<file path="src/rtl/deadline_timer_slot_table_assert.svh">
// Assertion macros for the deadline timer slot table.
// Files that use them provide clk_i and rst_ni; SYNTH removes the checks.
`ifndef DEADLINE_TIMER_SLOT_TABLE_ASSERT_SVH
`define DEADLINE_TIMER_SLOT_TABLE_ASSERT_SVH
`ifndef SYNTH
`define DTST_ASSERT(lbl, prop) \
  lbl: assert property (@(posedge clk_i) disable iff (!rst_ni) prop) \
    else $error("deadline timer slot table check failed");
`define DTST_ASSERT_IMP(lbl, ante, cons) \
  `DTST_ASSERT(lbl, (ante) |-> (cons))
`else
`define DTST_ASSERT(lbl, prop)
`define DTST_ASSERT_IMP(lbl, ante, cons)
`endif
`endif

</file>
<file path="src/rtl/dtst_pkg.sv">
// Shared types and constants of the deadline timer slot table.
// Used by the front, back and top level files and the testbench; depends on nothing.
package dtst_pkg;

  localparam int KEY_W      = 64;
  localparam int SLOT_W     = 4;
  localparam int MAX_FIRES  = 16;
  localparam int FIRE_CNT_W = 4;
  localparam int CMD_DEPTH  = 2;
  localparam int RES_DEPTH  = 4;

  localparam logic [KEY_W-1:0] SIGN_BIT     = 64'h8000_0000_0000_0000;
  localparam logic [KEY_W-1:0] KEY_DISARMED = 64'hFFFF_FFFF_FFFF_FFFF;
  localparam logic [KEY_W-1:0] DEADLINE_MAX = 64'h7FFF_FFFF_FFFF_FFFF;

  typedef enum logic {
    OP_ARM = 1'b0,
    OP_RUN = 1'b1
  } op_e;

  typedef enum logic [1:0] {
    KIND_ACK   = 2'd0,
    KIND_FIRED = 2'd1,
    KIND_NONE  = 2'd2
  } kind_e;

  typedef enum logic [1:0] {
    ST_IDLE,
    ST_SCAN1,
    ST_SCAN2,
    ST_EMIT
  } state_e;

  typedef struct packed {
    op_e               op;
    logic              slot_ok;
    logic [SLOT_W-1:0] slot;
    logic [KEY_W-1:0]  key;
    logic [KEY_W-1:0]  now_key;
    logic              running;
  } cmd_t;

  typedef struct packed {
    kind_e             kind;
    logic [SLOT_W-1:0] fired_slot;
    logic              wake;
    logic [KEY_W-1:0]  next_deadline;
    logic              has_deadline;
    logic              last;
  } res_t;

endpackage

</file>
<file path="src/rtl/dtst_fifo.sv">
// Small first-in first-out queue of any packed type.
// Depends on nothing; used for the request queue and the result queue.
module dtst_fifo #(
  parameter type T     = logic,
  parameter int  DEPTH = 2
) (
  input  logic clk_i,
  input  logic rst_ni,
  input  logic push_i,
  input  T     data_i,
  output logic full_o,
  input  logic pop_i,
  output T     data_o,
  output logic empty_o
);

  localparam int PW = (DEPTH > 1) ? $clog2(DEPTH) : 1;
  localparam int CW = $clog2(DEPTH + 1);

  T              mem_q [DEPTH];
  logic [PW-1:0] wptr_q, wptr_d;
  logic [PW-1:0] rptr_q, rptr_d;
  logic [CW-1:0] cnt_q, cnt_d;
  logic          do_push, do_pop;

  assign full_o  = (cnt_q == CW'(DEPTH));
  assign empty_o = (cnt_q == '0);
  assign do_push = push_i && !full_o;
  assign do_pop  = pop_i && !empty_o;
  assign data_o  = mem_q[rptr_q];

  always_comb begin
    wptr_d = wptr_q;
    rptr_d = rptr_q;
    cnt_d  = cnt_q;
    if (do_push) begin
      wptr_d = (wptr_q == PW'(DEPTH - 1)) ? '0 : wptr_q + 1'b1;
    end
    if (do_pop) begin
      rptr_d = (rptr_q == PW'(DEPTH - 1)) ? '0 : rptr_q + 1'b1;
    end
    if (do_push && !do_pop) begin
      cnt_d = cnt_q + 1'b1;
    end else if (do_pop && !do_push) begin
      cnt_d = cnt_q - 1'b1;
    end
  end

  always_ff @(posedge clk_i or negedge rst_ni) begin
    if (!rst_ni) begin
      wptr_q <= '0;
      rptr_q <= '0;
      cnt_q  <= '0;
    end else begin
      wptr_q <= wptr_d;
      rptr_q <= rptr_d;
      cnt_q  <= cnt_d;
    end
  end

  always_ff @(posedge clk_i) begin
    if (do_push) begin
      mem_q[wptr_q] <= data_i;
    end
  end

endmodule

</file>
<file path="src/rtl/dtst_front.sv">
// Front end: takes input requests, turns deadlines into ordered keys and queues them.
// Depends on dtst_pkg and dtst_fifo.
module dtst_front #(
  parameter int NUM_SLOTS = 16
) (
  input  logic                        clk_i,
  input  logic                        rst_ni,
  input  logic                        push_i,
  output logic                        full_o,
  input  logic                        opcode_i,
  input  logic [dtst_pkg::SLOT_W-1:0] slot_i,
  input  logic signed [63:0]          deadline_i,
  input  logic signed [63:0]          now_time_i,
  input  logic                        clock_running_i,
  input  logic                        cmd_pop_i,
  output logic                        cmd_valid_o,
  output dtst_pkg::cmd_t              cmd_o
);

  dtst_pkg::cmd_t cmd_in;
  logic           cmd_empty;

  always_comb begin
    cmd_in.op      = dtst_pkg::op_e'(opcode_i);
    cmd_in.slot_ok = (32'(slot_i) < NUM_SLOTS);
    cmd_in.slot    = slot_i;
    cmd_in.key     = deadline_i ^ dtst_pkg::SIGN_BIT;
    cmd_in.now_key = now_time_i ^ dtst_pkg::SIGN_BIT;
    cmd_in.running = clock_running_i;
  end

  dtst_fifo #(
    .T     (dtst_pkg::cmd_t),
    .DEPTH (dtst_pkg::CMD_DEPTH)
  ) u_cmd_q (
    .clk_i   (clk_i),
    .rst_ni  (rst_ni),
    .push_i  (push_i),
    .data_i  (cmd_in),
    .full_o  (full_o),
    .pop_i   (cmd_pop_i),
    .data_o  (cmd_o),
    .empty_o (cmd_empty)
  );

  assign cmd_valid_o = !cmd_empty;

endmodule

</file>
<file path="src/rtl/dtst_back.sv">
// Back end: the slot table memory and the sequencer that scans it and builds results.
// Depends on dtst_pkg.
module dtst_back #(
  parameter int NUM_SLOTS = 16
) (
  input  logic           clk_i,
  input  logic           rst_ni,
  input  logic           cmd_valid_i,
  input  dtst_pkg::cmd_t cmd_i,
  output logic           cmd_pop_o,
  input  logic           res_full_i,
  output logic           res_push_o,
  output dtst_pkg::res_t res_o
);

  localparam int IW = $clog2(NUM_SLOTS);
  localparam int CW = IW + 1;

  dtst_pkg::state_e state_q, state_d;

  logic [dtst_pkg::KEY_W-1:0] tbl_q [NUM_SLOTS];
  logic [NUM_SLOTS-1:0]       valid_q;
  logic [dtst_pkg::KEY_W-1:0] rdata_q;
  logic                       rhit_q;

  dtst_pkg::cmd_t               cmd_q;
  logic [CW-1:0]                cnt_q;
  logic                         pend_q;
  logic [IW-1:0]                pidx_q;
  logic [dtst_pkg::KEY_W-1:0]   min_q;
  logic [dtst_pkg::KEY_W-1:0]   due_key_q;
  logic [IW-1:0]                due_idx_q;
  logic                         found_q;
  logic                         wake_q;
  logic [IW-1:0]                fire_q;
  logic                         fired_any_q;
  logic [dtst_pkg::FIRE_CNT_W-1:0] n_q;

  logic                       scan_start, scan_done, scanning, issue;
  logic                       wr_en, fire_load, res_last;
  logic [IW-1:0]              wr_addr;
  logic [dtst_pkg::KEY_W-1:0] wr_key, rkey;
  dtst_pkg::kind_e            kind;

  assign scanning  = (state_q == dtst_pkg::ST_SCAN1) || (state_q == dtst_pkg::ST_SCAN2);
  assign issue     = scanning && (cnt_q < CW'(NUM_SLOTS));
  assign scan_done = (cnt_q == CW'(NUM_SLOTS)) && !pend_q;
  assign rkey      = rhit_q ? rdata_q : dtst_pkg::KEY_DISARMED;

  always_comb begin
    if (cmd_q.op == dtst_pkg::OP_ARM) begin
      kind = dtst_pkg::KIND_ACK;
    end else if (fired_any_q) begin
      kind = dtst_pkg::KIND_FIRED;
    end else begin
      kind = dtst_pkg::KIND_NONE;
    end
    res_last = (kind != dtst_pkg::KIND_FIRED) || !found_q ||
               (n_q == dtst_pkg::FIRE_CNT_W'(dtst_pkg::MAX_FIRES - 1));
    res_o.kind          = kind;
    res_o.fired_slot    = (kind == dtst_pkg::KIND_FIRED) ? dtst_pkg::SLOT_W'(fire_q) : '0;
    res_o.wake          = (kind == dtst_pkg::KIND_ACK) && wake_q;
    res_o.next_deadline = min_q ^ dtst_pkg::SIGN_BIT;
    res_o.has_deadline  = (min_q != dtst_pkg::KEY_DISARMED);
    res_o.last          = res_last;
  end

  always_comb begin
    state_d    = state_q;
    cmd_pop_o  = 1'b0;
    scan_start = 1'b0;
    wr_en      = 1'b0;
    wr_addr    = due_idx_q;
    wr_key     = dtst_pkg::KEY_DISARMED;
    fire_load  = 1'b0;
    res_push_o = 1'b0;
    case (state_q)
      dtst_pkg::ST_IDLE: begin
        if (cmd_valid_i) begin
          cmd_pop_o  = 1'b1;
          scan_start = 1'b1;
          state_d    = dtst_pkg::ST_SCAN1;
        end
      end
      dtst_pkg::ST_SCAN1: begin
        if (scan_done) begin
          if (cmd_q.op == dtst_pkg::OP_ARM) begin
            wr_en      = cmd_q.slot_ok;
            wr_addr    = IW'(cmd_q.slot);
            wr_key     = cmd_q.key;
            scan_start = 1'b1;
            state_d    = dtst_pkg::ST_SCAN2;
          end else if (cmd_q.running && found_q) begin
            wr_en      = 1'b1;
            fire_load  = 1'b1;
            scan_start = 1'b1;
            state_d    = dtst_pkg::ST_SCAN2;
          end else begin
            state_d = dtst_pkg::ST_EMIT;
          end
        end
      end
      dtst_pkg::ST_SCAN2: begin
        if (scan_done) begin
          state_d = dtst_pkg::ST_EMIT;
        end
      end
      dtst_pkg::ST_EMIT: begin
        if (!res_full_i) begin
          res_push_o = 1'b1;
          if (res_last) begin
            state_d = dtst_pkg::ST_IDLE;
          end else begin
            wr_en      = 1'b1;
            fire_load  = 1'b1;
            scan_start = 1'b1;
            state_d    = dtst_pkg::ST_SCAN2;
          end
        end
      end
      default: begin
        state_d = dtst_pkg::ST_IDLE;
      end
    endcase
  end

  always_ff @(posedge clk_i or negedge rst_ni) begin
    if (!rst_ni) begin
      state_q     <= dtst_pkg::ST_IDLE;
      valid_q     <= '0;
      cnt_q       <= '0;
      pend_q      <= 1'b0;
      found_q     <= 1'b0;
      fired_any_q <= 1'b0;
      n_q         <= '0;
    end else begin
      state_q <= state_d;
      if (wr_en) begin
        valid_q[wr_addr] <= 1'b1;
      end
      if (cmd_pop_o) begin
        fired_any_q <= 1'b0;
        n_q         <= '0;
      end else if (fire_load) begin
        fired_any_q <= 1'b1;
        if (fired_any_q) begin
          n_q <= n_q + 1'b1;
        end
      end
      if (scan_start) begin
        cnt_q   <= '0;
        pend_q  <= 1'b0;
        found_q <= 1'b0;
      end else if (scanning) begin
        if (issue) begin
          cnt_q <= cnt_q + 1'b1;
        end
        pend_q <= issue;
        if (pend_q && (rkey != dtst_pkg::KEY_DISARMED) && (rkey <= cmd_q.now_key) &&
            (!found_q || (rkey < due_key_q))) begin
          found_q <= 1'b1;
        end
      end
    end
  end

  always_ff @(posedge clk_i) begin
    if (wr_en) begin
      tbl_q[wr_addr] <= wr_key;
    end
    if (issue) begin
      rdata_q <= tbl_q[cnt_q[IW-1:0]];
      rhit_q  <= valid_q[cnt_q[IW-1:0]];
    end
    pidx_q <= cnt_q[IW-1:0];
    if (cmd_pop_o) begin
      cmd_q <= cmd_i;
    end
    if (fire_load) begin
      fire_q <= due_idx_q;
    end
    if ((state_q == dtst_pkg::ST_SCAN1) && scan_done) begin
      wake_q <= cmd_q.slot_ok && (cmd_q.key < min_q);
    end
    if (scan_start) begin
      min_q <= dtst_pkg::KEY_DISARMED;
    end else if (scanning && pend_q) begin
      if (rkey < min_q) begin
        min_q <= rkey;
      end
      if ((rkey != dtst_pkg::KEY_DISARMED) && (rkey <= cmd_q.now_key) &&
          (!found_q || (rkey < due_key_q))) begin
        due_key_q <= rkey;
        due_idx_q <= pidx_q;
      end
    end
  end

endmodule

</file>
<file path="src/rtl/deadline_timer_slot_table.sv">
// Top level of the deadline timer slot table: front end, back end and result queue.
// Depends on dtst_pkg, dtst_front, dtst_back, dtst_fifo and the assertion header.
//
// Requests enter through a queue port: a request is taken at a clock edge with
// push high and full low. Results leave through a queue port: the oldest result
// is shown while empty is low and is taken at an edge with pop high.
// An arm request gives one acknowledge; a run request gives one result per fired
// slot, in deadline order, or a single empty result, and the final one has last set.
// Every request is handled by one sequencer that reads the slot table memory one
// entry per cycle. An arm scans the table, writes the slot, rescans and gives its
// acknowledge; a run that fires nothing scans once and gives its result, and each
// fired slot adds a write that disarms it, a rescan and its result.
// A two-entry request queue lets the next request be taken while one is worked on,
// and a four-entry result queue decouples the receiver; when it fills, the
// sequencer waits and nothing is lost.
// Reset empties both queues and marks every slot disarmed at once through
// per-slot valid bits, so requests are taken in the first cycle after reset.
module deadline_timer_slot_table #(
  parameter int NUM_SLOTS = 16
) (
  input  logic                        clk_i,
  input  logic                        rst_ni,
  input  logic                        push,
  output logic                        full,
  input  logic                        opcode_i,
  input  logic [dtst_pkg::SLOT_W-1:0] slot_i,
  input  logic signed [63:0]          deadline_i,
  input  logic signed [63:0]          now_time_i,
  input  logic                        clock_running_i,
  output logic                        empty,
  input  logic                        pop,
  output logic [1:0]                  kind_o,
  output logic [dtst_pkg::SLOT_W-1:0] fired_slot_o,
  output logic                        wake_o,
  output logic signed [63:0]          next_deadline_o,
  output logic                        has_deadline_o,
  output logic                        last_o
);

`include "deadline_timer_slot_table_assert.svh"

  logic           cmd_valid, cmd_pop;
  dtst_pkg::cmd_t cmd;
  logic           res_push, res_full;
  dtst_pkg::res_t res_in, res_out;

  dtst_front #(
    .NUM_SLOTS (NUM_SLOTS)
  ) u_front (
    .clk_i           (clk_i),
    .rst_ni          (rst_ni),
    .push_i          (push),
    .full_o          (full),
    .opcode_i        (opcode_i),
    .slot_i          (slot_i),
    .deadline_i      (deadline_i),
    .now_time_i      (now_time_i),
    .clock_running_i (clock_running_i),
    .cmd_pop_i       (cmd_pop),
    .cmd_valid_o     (cmd_valid),
    .cmd_o           (cmd)
  );

  dtst_back #(
    .NUM_SLOTS (NUM_SLOTS)
  ) u_back (
    .clk_i       (clk_i),
    .rst_ni      (rst_ni),
    .cmd_valid_i (cmd_valid),
    .cmd_i       (cmd),
    .cmd_pop_o   (cmd_pop),
    .res_full_i  (res_full),
    .res_push_o  (res_push),
    .res_o       (res_in)
  );

  dtst_fifo #(
    .T     (dtst_pkg::res_t),
    .DEPTH (dtst_pkg::RES_DEPTH)
  ) u_res_q (
    .clk_i   (clk_i),
    .rst_ni  (rst_ni),
    .push_i  (res_push),
    .data_i  (res_in),
    .full_o  (res_full),
    .pop_i   (pop),
    .data_o  (res_out),
    .empty_o (empty)
  );

  assign kind_o          = res_out.kind;
  assign fired_slot_o    = res_out.fired_slot;
  assign wake_o          = res_out.wake;
  assign next_deadline_o = res_out.next_deadline;
  assign has_deadline_o  = res_out.has_deadline;
  assign last_o          = res_out.last;

  `DTST_ASSERT_IMP(a_single_result_last, !empty && (kind_o != dtst_pkg::KIND_FIRED), last_o && (fired_slot_o == '0))
  `DTST_ASSERT_IMP(a_wake_on_ack, !empty && wake_o, (kind_o == dtst_pkg::KIND_ACK) && has_deadline_o)
  `DTST_ASSERT_IMP(a_has_matches_next, !empty, has_deadline_o == (next_deadline_o != dtst_pkg::DEADLINE_MAX))

endmodule

</file>
<file path="config.mk">
export PLATFORM = sky130hd
export DESIGN_NAME = deadline_timer_slot_table
export DESIGN_NICKNAME = d
export VERILOG_FILES = /design/src/rtl/dtst_pkg.sv /design/src/rtl/dtst_fifo.sv /design/src/rtl/dtst_front.sv /design/src/rtl/dtst_back.sv /design/src/rtl/deadline_timer_slot_table.sv
export VERILOG_INCLUDE_DIRS = /design/src /design/src/rtl
export SDC_FILE = /design/constraint.sdc
export NUM_CORES = 2
export LEC_CHECK = 0
export ABC_CLOCK_PERIOD_IN_PS = 7820
export BUFFER_PORTS_ARGS = -buffer_cell sky130_fd_sc_hd__buf_4
export CAP_MARGIN = 20
export CORE_UTILIZATION = 40
export CTS_BUF_LIST = sky130_fd_sc_hd__clkbuf_16
export DETAILED_ROUTE_END_ITERATION = 12
export SETUP_SLACK_MARGIN = 0.05
export SYNTH_ARGS = -nofsm -noshare
export SYNTH_HDL_FRONTEND = slang
export SYNTH_HIERARCHICAL = 1
export SYNTH_SLANG_ARGS = --single-unit
</file>
<file path="constraint.sdc">
create_clock -name clk_i -period 7.82 [get_ports clk_i]
set_clock_uncertainty 0.2 [all_clocks]
set_input_delay 0.782 -clock clk_i [delete_from_list [all_inputs] [get_ports clk_i]]
set_output_delay 0.782 -clock clk_i [all_outputs]
set_load 0.005 [all_outputs]
</file>
==> results_dict.tcl <==
set metrics [dict create \
    path_class "flip-flop to flip-flop" \
    leakagePower_uw 0.0323 \
    numCtsBuffers 188 \
    drtIter0Drc 4043 \
    hold_viol 0 \
    cp-startpoint "u_back/rhit_q" \
    critPathLaunchType "flip-flop" \
    n_fill_cell 16400 \
    clkTransAtPathRegs_ps 60 \
    fin_crit_sh_pct 69.7 \
    yosysTopAreaCell "edfxtp_1" \
    min_period_ps 5450 \
    antenna_found_initial 12 \
    avgSynthCellArea_um2 19.4 \
    remaining_drc_errors 0 \
    synth_area_um2 79700 \
    area_growth_pct 14.8 \
    p_total_uw 33100 \
    die_y_um 448 \
    drive_above_1_share_pct 24.1 \
    hold_buffers 135 \
    port_buffers 212 \
    dr.pass1.iters 7 \
    grt_use_total_pct 20.0 \
    place_area_um2 84100 \
    timing.setup.tns_ps 0 \
    yosys-top-cells-count "edfxtp_1, mux4_2, ha_1, inv_1, a21oi_1" \
    clock_sink_count 1968 \
    seq_area_frac_synth_pct 73.1 \
    insertion_delay_ps 850 \
    max_clock_freq_ghz 0.184 \
    row_count 163 \
    wl_per_cell_um 27.5 \
    rr_endpoint "u_back/due_key_q[1]" \
    rsz0062_at_grt "false" \
    ios 213 \
    synth_flop_cell "edfxtp_1" \
    core_um2 198000 \
    grt-ovfl-total 0 \
    clockBufferDepth 3 \
    design_area_um2 91400 \
    gp_congestion 0.889 \
    min_from "pop" \
    power_density_nw_per_um2 362 \
    ir_drop_uv 265 \
    holdPathEnd "u_res_q/rptr_q[0]" \
    synth_area_leaders "edfxtp_1, mux4_2, ha_1, dfxtp_1, mux2_2" \
    slew_headroom_pct 28.0 \
    worst_r2r_startpoint "u_back/rhit_q" \
    status "finished clean" \
    dp_hpwl_um 125000 \
    rrSetupSlack_ps 2370 \
    synthMostInstantiatedCell "edfxtp_1" \
    report.final.slew_viol_count 0 \
    dpl_worst_slack_ps 2310 \
    nets 4880 \
    async_reset_ff_share_pct 2.08 \
    ys_ff_latch 1968 \
    antenna_left 0 \
    grt_pass1_wl_um 288000 \
    initial_core_util_pct 40.3 \
    synth_edf_count 1859 \
    post_cts_buffers 0 \
    synth_top_area_share_pct 70.1 \
    end_kind "flip-flop" \
    yosys_warnings 6 \
    syn_inst 4096 \
    finalSetupViolations 0 \
    tritoncts "done" \
    cp.required_ps 8120 \
    num_vias 39800 \
    hold_depth 3 \
    drv_cap 0 \
    die_w_um 448 \
    wl_um 200000 \
    dieArea_um2 201000 \
    cts_max_level 4 \
    tightest_slew_ps 1080 \
    r2r_cells 11 \
    synth_cell_types 67 \
    clockRootBuffer "clkbuf_16" \
    cp_max_fo 49 \
    arrival_ps 5750 \
    grt_pass1_vias 40600 \
    hold_class "input pin to flip-flop" \
    post_cts_resized 0 \
    avgViaCountPerCell 5.47 \
    grt_max_degree 99 \
    worst_slack_ps 2370 \
]
-- layer usage --
layer | track usage, % | share of wire, % | vias to the layer above
met1 | 26.8 | 42 | 21100
met5 | 0 | 0 | -
met4 | 6.15 | 2.8 | 0
met2 | 33.7 | 50 | 1206
li1 | - | - | 17200
met3 | 2.84 | 5.4 | 273
-- stage by stage --
step	hold slack (ps)	util, %	cells
2_1_floorplan	142	-	4097
3_3_place_gp	191	42.6	6788
3_5_place_dp	192	42.6	6788
4_1_cts	45.1	46.3	7268
5_1_grt	94.9	46.3	7268
6_report	120	46.3	7270
-- power by group --
group / total (uW) / internal (uW) / leakage [uW] / switching [uW]
Combinational: 9290 / 4020 / 0.0104 / 5270
Sequential: 15000 / 13500 / 0.0188 / 1550
Clock: 8780 / 4870 / 0.00308 / 3910
-- logic make-up (layout without fill, tap and decap cells) --
logic type | Yosys count | count (layout) | synth area share (%)
adders and majority gates | 269 | 269 | 4.24
other | 1 | 4 | 0.00471
DFF | 1968 | 1968 | 73.1
AOI/OAI and AO/OA | 366 | 366 | 2.91
buffers and inverters | 440 | 971 | 2.65
and+or+nand+nor | 498 | 498 | 3.50
muxes | 540 | 540 | 13.5
xor gates and xnor gates | 14 | 14 | 0.154
-- cell usage in the layout, fill, tap and decap left out, types with 7 or more instances in the layout --
cell type	Yosys	final
mux2_2	97	97
dfrtp_1	41	34
nor4_1	11	11
nor2_1	76	58
mux2_4	42	42
ha_1	268	268
edfxtp_1	1859	1859
nand4_1	81	81
inv_1	214	267
dlygate4sd3_1	0	135
nand2b_1	68	68
bufinv_16	0	13
clkinvlp_4	0	7
nor3_1	74	74
o211ai_1	8	8
a31oi_1	10	9
o21ai_0	43	43
buf_4	68	262
nand2_1	30	30
or2_2	14	14
clkbuf_16	0	191
buf_12	0	15
clkinv_1	0	45
a211oi_1	13	13
clkinv_2	0	16
o21bai_1	66	66
a21oi_1	142	142
mux4_2	398	398
dfxtp_1	68	68
nor2b_1	18	18
and3_1	10	9
a21o_1	52	52
nand3_1	24	24
xor2_1	8	8
dfrtp_4	0	7
or3_1	65	65
nor2_4	1	19
-- flip-flops by register name (all words and copies together), names as in the netlist, 2 cells and up --
signal                 count
u_back/tbl_q            1024
u_back/due_key_q          64
u_back/min_q              64
u_back/cnt_q               5
u_back/rdata_q            64
u_back/pidx_q              4
u_res_q/rptr_q             2
u_back/n_q                 4
u_back/valid_q            16
u_back/due_idx_q           4
u_front/u_cmd_q/cnt_q      2
u_res_q/cnt_q              3
u_res_q/wptr_q             2
u_back/fire_q              4
u_back/state_q             2
u_back/cmd_q             135
u_front/u_cmd_q/mem_q    270
u_res_q/mem_q            292
-- worst max path at each step --
stage	to	slack [ps]	cells past startpoint
floorplan	u_front/u_cmd_q/mem_q[0][0]	510	2
global placement	u_back/due_idx_q[3]	2380	11
detailed placement	u_back/due_idx_q[3]	2310	11
CTS	u_back/due_key_q[1]	2270	11
global route	u_back/due_key_q[1]	1980	11
finish	u_back/due_key_q[1]	2370	11
-- critical path, stage by stage, from the launching register on --
cell and delay (ps):
edfxtp_1 960, nand2b_1 370, ha_1 420, a41o_1 250
a211oi_1 220, nor3_1 90, o311ai_0 550, nand4b_1 180
a2111oi_0 390, o21ai_0 260, a41oi_4 770, buf_12 380
-- cell type report --
type	instances	area (um^2)	share of cell area (%)
flip-flops and latches	1968	58200	63.7
multi-input cells	1689	19500	21.4
clock buffers	191	4780	5.23
repair buffers	412	3620	3.96
well taps	2640	3300	3.61
clock inverters	154	1150	1.25
inverters	214	808	0.884
diodes	2	5.00	0.00547
Note: power is estimated with default switching activity, not from simulation.
